$ cat src/design/pfe_pkg.sv
// ----------------------------------------------------------------------------
// pfe_pkg
// shared types and constants of the postfix expression evaluator
// ----------------------------------------------------------------------------
`default_nettype none

package pfe_pkg;

	localparam int STACK_DEPTH = 128;
	localparam int PTR_W       = $clog2(STACK_DEPTH);
	localparam int CNT_W       = $clog2(STACK_DEPTH + 1);
	localparam int DATA_W      = 32;
	localparam int DIV_STEPS   = DATA_W;
	localparam int DIV_STEP_W  = $clog2(DIV_STEPS);

	localparam logic [7:0] SYM_ZERO = 8'h30;
	localparam logic [7:0] SYM_NINE = 8'h39;
	localparam logic [7:0] SYM_ADD  = 8'h2b;
	localparam logic [7:0] SYM_SUB  = 8'h2d;
	localparam logic [7:0] SYM_MUL  = 8'h2a;
	localparam logic [7:0] SYM_DIV  = 8'h2f;

	typedef enum logic [2:0] {
		ST_OK        = 3'd0,
		ST_OVERFLOW  = 3'd1,
		ST_UNDERFLOW = 3'd2,
		ST_DIVZERO   = 3'd3,
		ST_INVALID   = 3'd4
	} status_t;

	typedef enum logic [1:0] {
		OP_ADD,
		OP_SUB,
		OP_MUL,
		OP_DIV
	} op_t;

	typedef enum logic [1:0] {
		S_IDLE,
		S_READ,
		S_DIV
	} fsm_t;

endpackage

`default_nettype wire

$ cat src/design/pfe_div.sv
// ----------------------------------------------------------------------------
// pfe_div
// iterative signed divider, one quotient bit per cycle, truncates toward zero
// ----------------------------------------------------------------------------
`default_nettype none

module pfe_div (
	input  wire logic                       clk,
	input  wire logic                       arst_n,
	input  wire logic                       start,
	input  wire logic [pfe_pkg::DATA_W-1:0] dividend,
	input  wire logic [pfe_pkg::DATA_W-1:0] divisor,
	output logic                            done,
	output logic [pfe_pkg::DATA_W-1:0]      quotient
);

	logic                            busy_q;
	logic                            done_q;
	logic [pfe_pkg::DIV_STEP_W-1:0]  step_q;
	logic [pfe_pkg::DATA_W-1:0]      rem_q;
	logic [pfe_pkg::DATA_W-1:0]      quo_q;
	logic [pfe_pkg::DATA_W-1:0]      dvs_q;
	logic                            neg_q;
	logic [pfe_pkg::DATA_W:0]        shifted;
	logic [pfe_pkg::DATA_W:0]        trial;

	assign shifted  = {rem_q, quo_q[pfe_pkg::DATA_W-1]};
	assign trial    = shifted - {1'b0, dvs_q};
	assign done     = done_q;
	assign quotient = neg_q ? ('0 - quo_q) : quo_q;

	always_ff @(posedge clk or negedge arst_n) begin
		if (!arst_n) begin
			busy_q <= 1'b0;
			done_q <= 1'b0;
			step_q <= '0;
		end else begin
			done_q <= 1'b0;
			if (start) begin
				busy_q <= 1'b1;
				step_q <= '0;
			end else if (busy_q) begin
				step_q <= step_q + pfe_pkg::DIV_STEP_W'(1);
				if (step_q == pfe_pkg::DIV_STEP_W'(pfe_pkg::DIV_STEPS - 1)) begin
					busy_q <= 1'b0;
					done_q <= 1'b1;
				end
			end
		end
	end

	always_ff @(posedge clk) begin
		if (start) begin
			rem_q <= '0;
			quo_q <= dividend[pfe_pkg::DATA_W-1] ? ('0 - dividend) : dividend;
			dvs_q <= divisor[pfe_pkg::DATA_W-1] ? ('0 - divisor) : divisor;
			neg_q <= dividend[pfe_pkg::DATA_W-1] ^ divisor[pfe_pkg::DATA_W-1];
		end else if (busy_q) begin
			if (!trial[pfe_pkg::DATA_W]) begin
				rem_q <= trial[pfe_pkg::DATA_W-1:0];
				quo_q <= {quo_q[pfe_pkg::DATA_W-2:0], 1'b1};
			end else begin
				rem_q <= shifted[pfe_pkg::DATA_W-1:0];
				quo_q <= {quo_q[pfe_pkg::DATA_W-2:0], 1'b0};
			end
		end
	end

endmodule

`default_nettype wire

$ cat config.mk
export PLATFORM = sky130hd
export DESIGN_NAME = pfe_div
export DESIGN_NICKNAME = d
export VERILOG_FILES = /design/src/design/pfe_pkg.sv /design/src/design/pfe_div.sv
export SDC_FILE = /design/constraint.sdc
export NUM_CORES = 1
export LEC_CHECK = 0
export ABC_AREA = 0
export BUFFER_PORTS_ARGS = -buffer_cell sky130_fd_sc_hd__buf_2
export CAP_MARGIN = 40
export CORE_AREA = 10 10 142 144
export DETAILED_ROUTE_END_ITERATION = 7
export DIE_AREA = 0 0 152 154
export PLACE_DENSITY_LB_ADDON = 0.05
export SLEW_MARGIN = 20
export SYNTH_ARGS = -nofsm -noshare
export SYNTH_HDL_FRONTEND = slang
export SYNTH_SLANG_ARGS = --single-unit
$ cat constraint.sdc
create_clock -name clk -period 5.5 [get_ports clk]
set_input_delay 0.55 -clock clk [delete_from_list [all_inputs] [get_ports clk]]
set_output_delay 0.55 -clock clk [all_outputs]
set_load 0.01 [all_outputs]
Word level (Yosys, flattened, before mapping):

Index checks and enable logic that the tools add are counted.
Widths: inputs -> output; s select.

* register bits: 104
* logic and storage cells: 31

* $add $sub $neg: 5
* equal/unequal tests: 1
* mux-type cells: 15
* bitwise gates (word level): 1
* reductions and logical operators: 1

Operator list (number)
* $mux 32: 5
* $sub 1x32->32 const A: 3
* $sub 33x32->33: 1
* $mux 31: 1
* $mux 5: 2
* $mux 1: 7
* $add 5x1->5 const B: 1
* $eq 5x5->1 const B: 1
* $reduce_bool 2->1: 1
* $xor 1x1->1: 1

Depth between registers and ports, before layout:

Gate-level depths: netlist of run 1.

* word-level depth: 4
* mapped depth: 14
* depth with buffers taken out: 12

Worst setup path before layout of run 1:

OpenSTA, ideal clock, no wires.

* kind: register -> output
* start point: register quo_q[9] (netlist bit)
* end point: output port quotient[30] (netlist bit)
* arrival time: 2.661 ns
* data required time: 4.950 ns
* path slack: 2.289 ns
* cell stages (with the launch flop): 9
* buffers on the path: 0
* path through: edfxtp_1 -> or4_1 -> nor4_1 -> nand3_1 -> or2_2 -> or3_1 -> or3_1 -> o21ai_0 -> xnor2_1

* word-level cells in the longest chain between the ends: 2

RTL lines
* start, declared: line pfe_div.sv:21 `logic [pfe_pkg::DATA_W-1:0] quo_q;`
* start signal, assigned: line pfe_div.sv:55 `quo_q <= dividend[pfe_pkg::DATA_W-1] ? ('0 - dividend) : dividend;`
* start signal, assigned: line pfe_div.sv:61 `quo_q <= {quo_q[pfe_pkg::DATA_W-2:0], 1'b1};`
* start signal, assigned: line pfe_div.sv:64 `quo_q <= {quo_q[pfe_pkg::DATA_W-2:0], 1'b0};`
* $sub 1x32->32: line pfe_div.sv:30 `assign quotient = neg_q ? ('0 - quo_q) : quo_q;`
* $mux 32: line pfe_div.sv:30
* end, declared: line pfe_div.sv:14 `output logic [pfe_pkg::DATA_W-1:0] quotient`

Every way passes these cells.

Final worst setup path of run 1:

Same ends and word-level chain as after synthesis.

==> results.toml, run 1 <==
[route]
wl_met3_um = 801
drc = 0
vias = 6570
initialDrtViolationCount = 320
first_pass_iters = 5
wl_met2_mm = 7.82
drt-met1-wl_mm = 9.78
ant_nets = 0
avgRoutedWirePerCell_um = 15.4
wirelength_mm = 18.6
top_layer = "met4"
viasPerCell = 5.45

[worst_setup_path]
reg2reg_slack_ns = 1.87
cp-startpoint = "quo_q[9]"
critPathCaptureType = "primary output"
r2r_cells = 13
crit_path_end = "quotient[30]"
path_max_fanout = 5
critPathArrivalTime_ns = 3.52
timing.rr.end = "rem_q[30]"
path_class = "register to primary output"
r2r_start = "quo_q[31]"
critPathLaunchType = "register"
required_ns = 4.95

[worst_hold_path]
hold_class = "primary input to asynchronous set/reset pin"

[floorplanning]
row_count = 48
dieArea_um2 = 23400
initial_core_util_pct = 44.8
core_um2 = 17200
die_height_um = 154
die_x_um = 152
io_pins = 100

[clock_tree]
cts_hold_buf = 0
cts_resized = 0
post_cts_buffers = 0
clock-sinks = 104
clock_path_buffers = 2
tritoncts = "done"
clkLatencyLatePin_ns = 0.36
root_buffer = "clkbuf_16"
numCtsBuffers = 9
cts.reportedPaths.clkPinSlew_ns = 0.07
cts.htree.levels = 3

[timing]
skew_ns = 0.00801
timing.fmax_ghz = 0.246
slew_viol_final = 0
setup-violations-final = 0
post-route-min-period_ns = 4.07
finalCritPeriodShare_pct = 74.0
rsz0062_at_grt = "no"
holdWs_ns = 0.0162
fin_tns_setup_ns = 0
relSlewSlack_pct = 50.6
finalHoldViolCount = 0
worstMarginPinSlew_ns = 0.735
setup_ws_ns = 1.43

[cells_and_area]
layout.nets = 1081
area_delta_synth_final_pct = 13.2
antenna_cells = 0
n_fill_cell = 1732
post-route-util_pct = 50.7
post-route-cell-area_um2 = 8710
finalNonFillerCells = 1206
drive_above_1_share_pct = 13.8

[synthesis]
seq_area_frac_synth_pct = 35.9
synthFlopType = "edfxtp_1"
syn-num-nets = 1002
yosys_warnings = 0
synth_cells = 897
ys_async_sr_fraction_pct = 6.73
syn_avg_cell_area_um2 = 8.58
synth_area_um2 = 7700
synth-edff-count = 65
ys_ff_latch = 104
yosys.cell_types.count = 65

[pwr]
p_leak_nw = 3.50
seqPwrFrac_pct = 45.4
clkPwrFrac_pct = 33.2
intPower_mw = 1.51
comb_power_share_pct = 21.4
switching_share_pct = 27.8
switching_power_mw = 0.580
peakVddDrop_v = 0.000177
p_total_mw = 2.09
power_density_nw_per_um2 = 239

[placed_design]
numPortBuffers = 99
placed_cells = 1189
gp_congestion = 0.814
preCtsSetupSlack_ns = 1.79
dp_hpwl_mm = 14.3
place_area_um2 = 8380

[global_route]
grtUsageTotal_pct = 15.5
antenna_found_initial = 0
grt_pass1_wl_mm = 30.9
grt_overflow = 0
grt_pass1_vias = 6178
grt_max_degree = 65

[job]
maxCapViolCount = 0

[status]
outcome = "completed"
-- final cells by class --
cell class	count	area, um2	share of cell area [%]
Clock buffer	12	246	2.83
Sequential cell	104	2770	31.8
Multi-Input combinational cell	704	4590	52.7
Inverter	51	191	2.20
Tap cell	225	282	3.23
Clock inverter	4	70.1	0.804
Timing Repair Buffer	106	562	6.45
-- synthesized netlist by cell type (all sizes together) (3+ instances only) --
master / count / share of area, %
clkbuf: 30 / 1.5
o21ai: 57 / 3.7
dfxtp: 32 / 8.3
mux2i: 7 / 0.91
o41ai: 11 / 1.3
or2: 3 / 0.28
nand2: 103 / 5.0
edfxtp: 65 / 25
nor2: 86 / 4.2
a31oi: 6 / 0.49
nand3b: 3 / 0.29
buf: 8 / 0.44
nor3: 13 / 0.85
xnor2: 67 / 7.6
nand3: 13 / 0.85
nand4: 6 / 0.49
xor2: 49 / 5.6
inv: 51 / 2.5
or4: 8 / 0.88
and3: 5 / 0.41
nor4: 9 / 0.81
a32oi: 3 / 0.34
a311oi: 21 / 2.4
dfrtp: 7 / 2.3
o31ai: 28 / 2.9
ha: 37 / 6.0
a21oi: 69 / 4.5
nand2b: 11 / 0.89
a21o: 8 / 0.80
nor2b: 8 / 0.65
o21a: 9 / 0.88
a21boi: 3 / 0.29
or3: 23 / 2.0
o211ai: 7 / 0.68
o21bai: 3 / 0.29
-- power groups by stage --
stage	combinational (mW)	clock [mW]	sequential [mW]
3_3_place_gp	0.442	0	0.967
5_1_grt	0.501	0.745	0.956
2_1_floorplan	0.298	0	0.949
4_1_cts	0.445	0.710	0.953
6_report	0.446	0.692	0.948
3_5_place_dp	0.443	0	0.970
-- logic make-up after synthesis --
kind of cell             count (synthesis)  synth area share, %
AND/OR/NAND/NOR                        298                 18.3
AO/OA/AOI/OAI                          245                 20.9
XOR/XNOR                               116                 13.2
flip-flops                             104                 35.9
buffers and inverters                   89                 4.39
adder cells (fa/ha/maj)                 38                 6.27
multiplexers                             7                0.910
-- critical path, cell delays in order (launching register included) --
cell and delay, ns:
edfxtp_1 0.46, or4_1 0.60, nor4_1 0.39, nand3_1 0.17, or2_2 0.36, or3_1 0.34, or3_1 0.33, o21ai_0 0.22
xnor2_1 0.15, buf_2 0.15
-- cells in the final DEF (no fill, tap or decap), types with 27 or more instances in the layout --
cell / count
o31ai_1: 27
inv_1: 51
xor2_1: 49
o21ai_0: 57
edfxtp_1: 65
ha_1: 37
buf_2: 98
dfxtp_1: 32
nor2_1: 86
a21oi_1: 69
xnor2_1: 67
nand2_1: 103
-- flip-flops by register name, summed over array words and instances, names as in the netlist --
name    cells
done        1
busy_q      1
rem_q      32
dvs_q      32
step_q      5
neg_q       1
quo_q      32
-- worst min-delay path by stage --
| stage | from | end |
|---|---|---|
| 2_1_floorplan | arst_n | busy_q |
| 3_3_place_gp | arst_n | done |
| 3_5_place_dp | arst_n | done |
| 4_1_cts | arst_n | done |
| 5_1_grt | arst_n | step_q[3] |
| 6_report | arst_n | done |
-- layer usage --
| layer | GRT usage, % | up-vias |
|---|---|---|
| met1 | 22.4 | 3005 |
| met5 | 0 | - |
| met4 | 3.94 | 0 |
| met2 | 22.8 | 139 |
| met3 | 3.24 | 12 |
| li1 | - | 3414 |
No activity file was read; power rests on OpenSTA's default activity.
==> run 2, diff against run 1 <==
==> constraint.sdc (replaced) <==
create_clock -name clk -period 3.6 [get_ports clk]
set_input_delay 0.36 -clock clk [delete_from_list [all_inputs] [get_ports clk]]
set_output_delay 0.36 -clock clk [all_outputs]
set_load 0.01 [all_outputs]
==> results.toml, run 2 (synthesis gave the netlist of run 1 again) <==
[floorplanning]
initial_core_util_pct = 44.8
die_x_um = 152
io_pins = 100
dieArea_um2 = 23400
row_count = 48
core_um2 = 17200
die_height_um = 154

[global_route]
antenna_found_initial = 0
grtUsageTotal_pct = 15.7
grt_max_degree = 59
grt_pass1_wl_mm = 31.3
grt_overflow = 0
grt_pass1_vias = 6383

[clock_tree]
clock_path_buffers = 2
tritoncts = "done"
clkLatencyLatePin_ns = 0.35
cts.reportedPaths.clkPinSlew_ns = 0.07
numCtsBuffers = 9
cts.htree.levels = 3
root_buffer = "clkbuf_16"
clock-sinks = 104

[timing]
finalHoldViolCount = 0
rsz0062_at_grt = "yes"
post-route-min-period_ns = 3.53
relSlewSlack_pct = 59.8
setup-violations-final = 0
fin_tns_setup_ns = 0
worstMarginPinSlew_ns = 0.603
skew_ns = 0.00927
finalCritPeriodShare_pct = 98.1
timing.fmax_ghz = 0.283
slew_viol_final = 0

[worst_setup_path]
critPathTopFamily = "simple AND/OR/NAND/NOR gates"
critical_path_buf_inv_count = 1
r2r_cells = 12
critPathCaptureType = "primary output"
cp.depth = 9
r2r_start = "dvs_q[25]"
path_max_fanout = 5
critPathArrivalTime_ns = 3.17
path_cells = "or4_4 -> nor4_4 -> nand3_2 -> or2_4 -> or3_4 -> or3_4 -> o21ai_2 -> xnor2_1 -> buf_2"
critPathMaxStageDelay_ns = 0.55
timing.rr.end = "rem_q[7]"
crit_path_top_delay_cell = "or4_4"
path_common_cell = "or3_4"
critPathLaunchType = "register"
path_class = "register to primary output"
required_ns = 3.24
reg2reg_slack_ns = 0.44

[placed_design]
gp_congestion = 0.845
place_area_um2 = 8480
numPortBuffers = 99
placed_cells = 1203
dp_hpwl_mm = 14.5

[cells_and_area]
layout.nets = 1104
post-route-cell-area_um2 = 8980
post-route-util_pct = 52.3
n_fill_cell = 1649
reg_top3 = "dvs_q: 32 flops, quo_q: 32 flops, rem_q: 32 flops"
final_common_cell = "nand2_1"
drive_above_1_share_pct = 17.1
final_cell_mix = "nand2_1, buf_2, nor2_1, a21oi_1, xnor2_1"
area_delta_synth_final_pct = 16.6
finalNonFillerCells = 1229
antenna_cells = 0

[route]
ant_nets = 0
first_pass_iters = 5
initialDrtViolationCount = 278
avgRoutedWirePerCell_um = 15.5
wirelength_mm = 19.0
vias = 6678
viasPerCell = 5.43
drc = 0

[job]
maxCapViolCount = 0

[worst_hold_path]
hold_class = "primary input to register"
worstHoldEndpoint = "dvs_q[0]"
hp-start = "divisor[0]"
min_path_cells = 1

[pwr]
p_leak_nw = 3.63
power_density_nw_per_um2 = 361
p_total_mw = 3.24
peakVddDrop_v = 0.000256

[status]
outcome = "completed"
## run 2: changes by cell type in the layout (fill, tap and decap cells not counted), sizes merged
cell and change:
clkinv +1, dlygate4sd3 +1, clkbuf -1, buf +22
## run 2: final cells by class
cell class / count / area, um2 / share of cell area [%]
Clock buffer: 11 / 253 / 2.81
Clock inverter: 5 / 78.8 / 0.878
Inverter: 51 / 191 / 2.13
Multi-Input combinational cell: 704 / 4680 / 52.1
Sequential cell: 104 / 2770 / 30.8
Tap cell: 225 / 282 / 3.14
Timing Repair Buffer: 129 / 729 / 8.12
## run 2: routing by layer
| layer | routed length (um) | track usage, % |
|---|---|---|
| met1 | 9840 | 22.3 |
| met2 | 8320 | 24.0 |
| met3 | 656 | 2.29 |
| met4 | 181 | 4.54 |
| met5 | 0 | 0 |
## run 2: worst reg2reg max path: stages, from the launching register on
cell      delay, ns
edfxtp_1       0.33
inv_1          0.04
ha_1           0.37
a21oi_1        0.21
o31ai_1        0.10
a221o_1        0.32
nor3_1         0.24
nand3_1        0.21
a21oi_1        0.55
nor2_1         0.12
buf_4          0.25
mux2i_1        0.20
o22ai_1        0.08
## run 2: metrics by stage
step | setup WS, ns | hold slack (ns)
2_1_floorplan | 0.579 | 0.0644
3_3_place_gp | 0.327 | 0.203
3_5_place_dp | 0.247 | 0.202
4_1_cts | -0.000618 | 0.258
5_1_grt | -0.0693 | 0.261
6_report | 0.0683 | 0.278
## run 2: repair_timing
item | 4_1_cts | 5_1_grt
buffers inserted | 0 | 8
pin swaps | 1 | 4
endpoints found under the setup margin | 4 | 4
hold buffers | 1 | 0
gates cloned | 0 | 0
endpoints found under the hold margin | 7 | 0
gates resized for setup | 7 | 11
## run 2: worst max path at each step
stage / slack [ns] / startpoint / endpoint
final: 0.07 / quo_q[8] / quotient[30]
after detailed placement: 0.25 / quo_q[10] / quotient[28]
after global routing: -0.07 / quo_q[8] / quotient[28]
after floorplan: 0.58 / quo_q[9] / quotient[30]
after global placement: 0.33 / quo_q[17] / quotient[31]
after CTS: -0.0006 / quo_q[10] / quotient[30]
## run 2: power breakdown
| part | internal (mW) | switching, mW | total (mW) |
|---|---|---|---|
| registers | 1.37 | 0.0809 | 1.45 |
| logic | 0.319 | 0.392 | 0.710 |
| clock network | 0.646 | 0.428 | 1.07 |
==> run 3, diff against run 2 <==
--- a/config.mk
+++ b/config.mk
@@ -12,7 +12,6 @@
 export DETAILED_ROUTE_END_ITERATION = 7
 export DIE_AREA = 0 0 152 154
 export PLACE_DENSITY_LB_ADDON = 0.05
-export SLEW_MARGIN = 20
 export SYNTH_ARGS = -nofsm -noshare
 export SYNTH_HDL_FRONTEND = slang
 export SYNTH_SLANG_ARGS = --single-unit
==> constraint.sdc (replaced) <==
create_clock -name clk -period 2.9 [get_ports clk]
set_input_delay 0.29 -clock clk [delete_from_list [all_inputs] [get_ports clk]]
set_output_delay 0.29 -clock clk [all_outputs]
set_load 0.01 [all_outputs]
==> results.toml, run 3 (synthesis gave the netlist of run 1 again) <==
[global_route]
grtUsageMet2_pct = 24.5
grt_overflow = 0
use_met1_pct = 22.8
grt_pass1_vias = 6550
busiest_layer = "met2"
grtUsageTotal_pct = 16.1
grt_max_degree = 108
grt_use_met3_pct = 2.90
grt_pass1_wl_mm = 32.1
antenna_found_initial = 0

[route]
initialDrtViolationCount = 295
ant_nets = 0
drc = 0
first_pass_iters = 5
avgRoutedWirePerCell_um = 15.1
viasPerCell = 5.28
wirelength_mm = 20.0
vias = 6975

[worst_setup_path]
path_max_fanout = 3
critPathLaunchType = "register"
critPathCaptureType = "primary output"
path_class = "register to primary output"
required_ns = 2.61
critPathArrivalTime_ns = 3.13

[floorplanning]
io_pins = 100
row_count = 48
core_um2 = 17200
die_height_um = 154
die_x_um = 152
dieArea_um2 = 23400
initial_core_util_pct = 44.8

[cells_and_area]
layout.nets = 1197
n_fill_cell = 1591
final_common_cell = "buf_4"
area_delta_synth_final_pct = 29.3
post-route-cell-area_um2 = 9960
final_cell_mix = "buf_4, nand2_1, buf_2, nor2_1, xnor2_1"
reg_top3 = "dvs_q: 32 flops, quo_q: 32 flops, rem_q: 32 flops"
antenna_cells = 0
drive_above_1_share_pct = 27.7

[timing]
timing.fmax_ghz = 0.293
rsz0062_at_grt = "yes"
slew_viol_final = 0
finalCritPeriodShare_pct = 118
fin_tns_setup_ns = -2.72
setup_ws_ns = -0.519
worstMarginPinSlew_ns = 0.683
finalHoldViolCount = 0
skew_ns = 0.0148
relSlewSlack_pct = 54.5
post-route-min-period_ns = 3.42
holdWs_ns = 0.177
setup-violations-final = 9

[clock_tree]
clock_path_buffers = 2
cts.htree.levels = 3
cts.reportedPaths.clkPinSlew_ns = 0.07
root_buffer = "clkbuf_16"
clock-sinks = 104
clkLatencyLatePin_ns = 0.36
numCtsBuffers = 9
tritoncts = "done"

[placed_design]
dp_hpwl_mm = 14.9
gp_congestion = 0.862
place_area_um2 = 9180
numPortBuffers = 99
preCtsSetupSlack_ns = -0.226

[status]
violations = "negative setup slack"
outcome = "complete, but fails checks"

[job]
maxCapViolCount = 0

[pwr]
peakVddDrop_v = 0.000286
p_total_mw = 3.96
p_leak_nw = 4.11
power_density_nw_per_um2 = 398

[worst_hold_path]
hold_class = "primary input to register"
## run 3: cell types whose count changed in the layout (fill, tap and decap cells not counted), sizes merged
cell      change
buf          +92
clkinvlp      +4
bufinv        -2
clkinv        -2
inv           +1
## run 3: stage by stage
stage,instances,util [%]
5_1_grt,1322,58.0
6_report,1322,58.0
3_3_place_gp,1291,53.4
4_1_cts,1310,55.9
3_5_place_dp,1291,53.4
2_1_floorplan,897,-
## run 3: final cells by class
cell class	instances	area, um2	share of cell area [%]
clock buffer	10	229	2.30
clock inverter	6	43.8	0.440
inverter	51	191	1.92
multi-input combinational	704	4940	49.6
sequential	104	2770	27.8
tap	225	282	2.83
timing repair buffer	222	1500	15.1
## run 3: what timing repair did
| action | CTS | global route |
|---|---|---|
| hold buffers | 1 | 0 |
| hold endpoints to repair | 7 | 0 |
| pin swaps | 5 | 35 |
| endpoints found under the setup margin | 19 | 40 |
| buffers inserted | 2 | 12 |
| gates resized for setup | 29 | 51 |
| gates cloned | 0 | 1 |
## run 3: critical path, cell delays in order, from the launching register on
cell and delay [ns]:
edfxtp_1 0.39, or3_4 0.40, or3_4 0.34, or3_4 0.35, or3_4 0.34, or3_4 0.40
buf_6 0.13, o31ai_4 0.17, xnor2_1 0.13, buf_2 0.15
## run 3: per-layer routing
metal	vias to the layer above	routed length, um	part of all wire (%)
met4	0	170	0.85
met3	12	853	4.3
met1	3172	10100	51
met2	147	8830	44
met5	-	0	0
li1	3644	-	-
## run 3: final timing paths
| check | startpoint | endpoint | slack [ns] | cells past startpoint |
|---|---|---|---|---|
| setup / recovery | quo_q[15] | quotient[29] | -0.52 | 9 |
| hold / removal | divisor[0] | dvs_q[0] | 0.18 | 1 |
| setup reg to reg | dvs_q[1] | rem_q[18] | 0.04 | 15 |
| hold reg to reg | rem_q[21] | rem_q[21] | 0.49 | 2 |
| max in group asynchronous | arst_n | busy_q | 2.43 | 2 |
| min in group asynchronous | arst_n | done | 0.30 | 2 |
## run 3: report_power, final
part | internal [mW] | leakage [nW] | switching, mW
clock | 0.584 | 0.121 | 0.539
combinational | 0.499 | 2.99 | 0.556
sequential | 1.70 | 0.999 | 0.0818
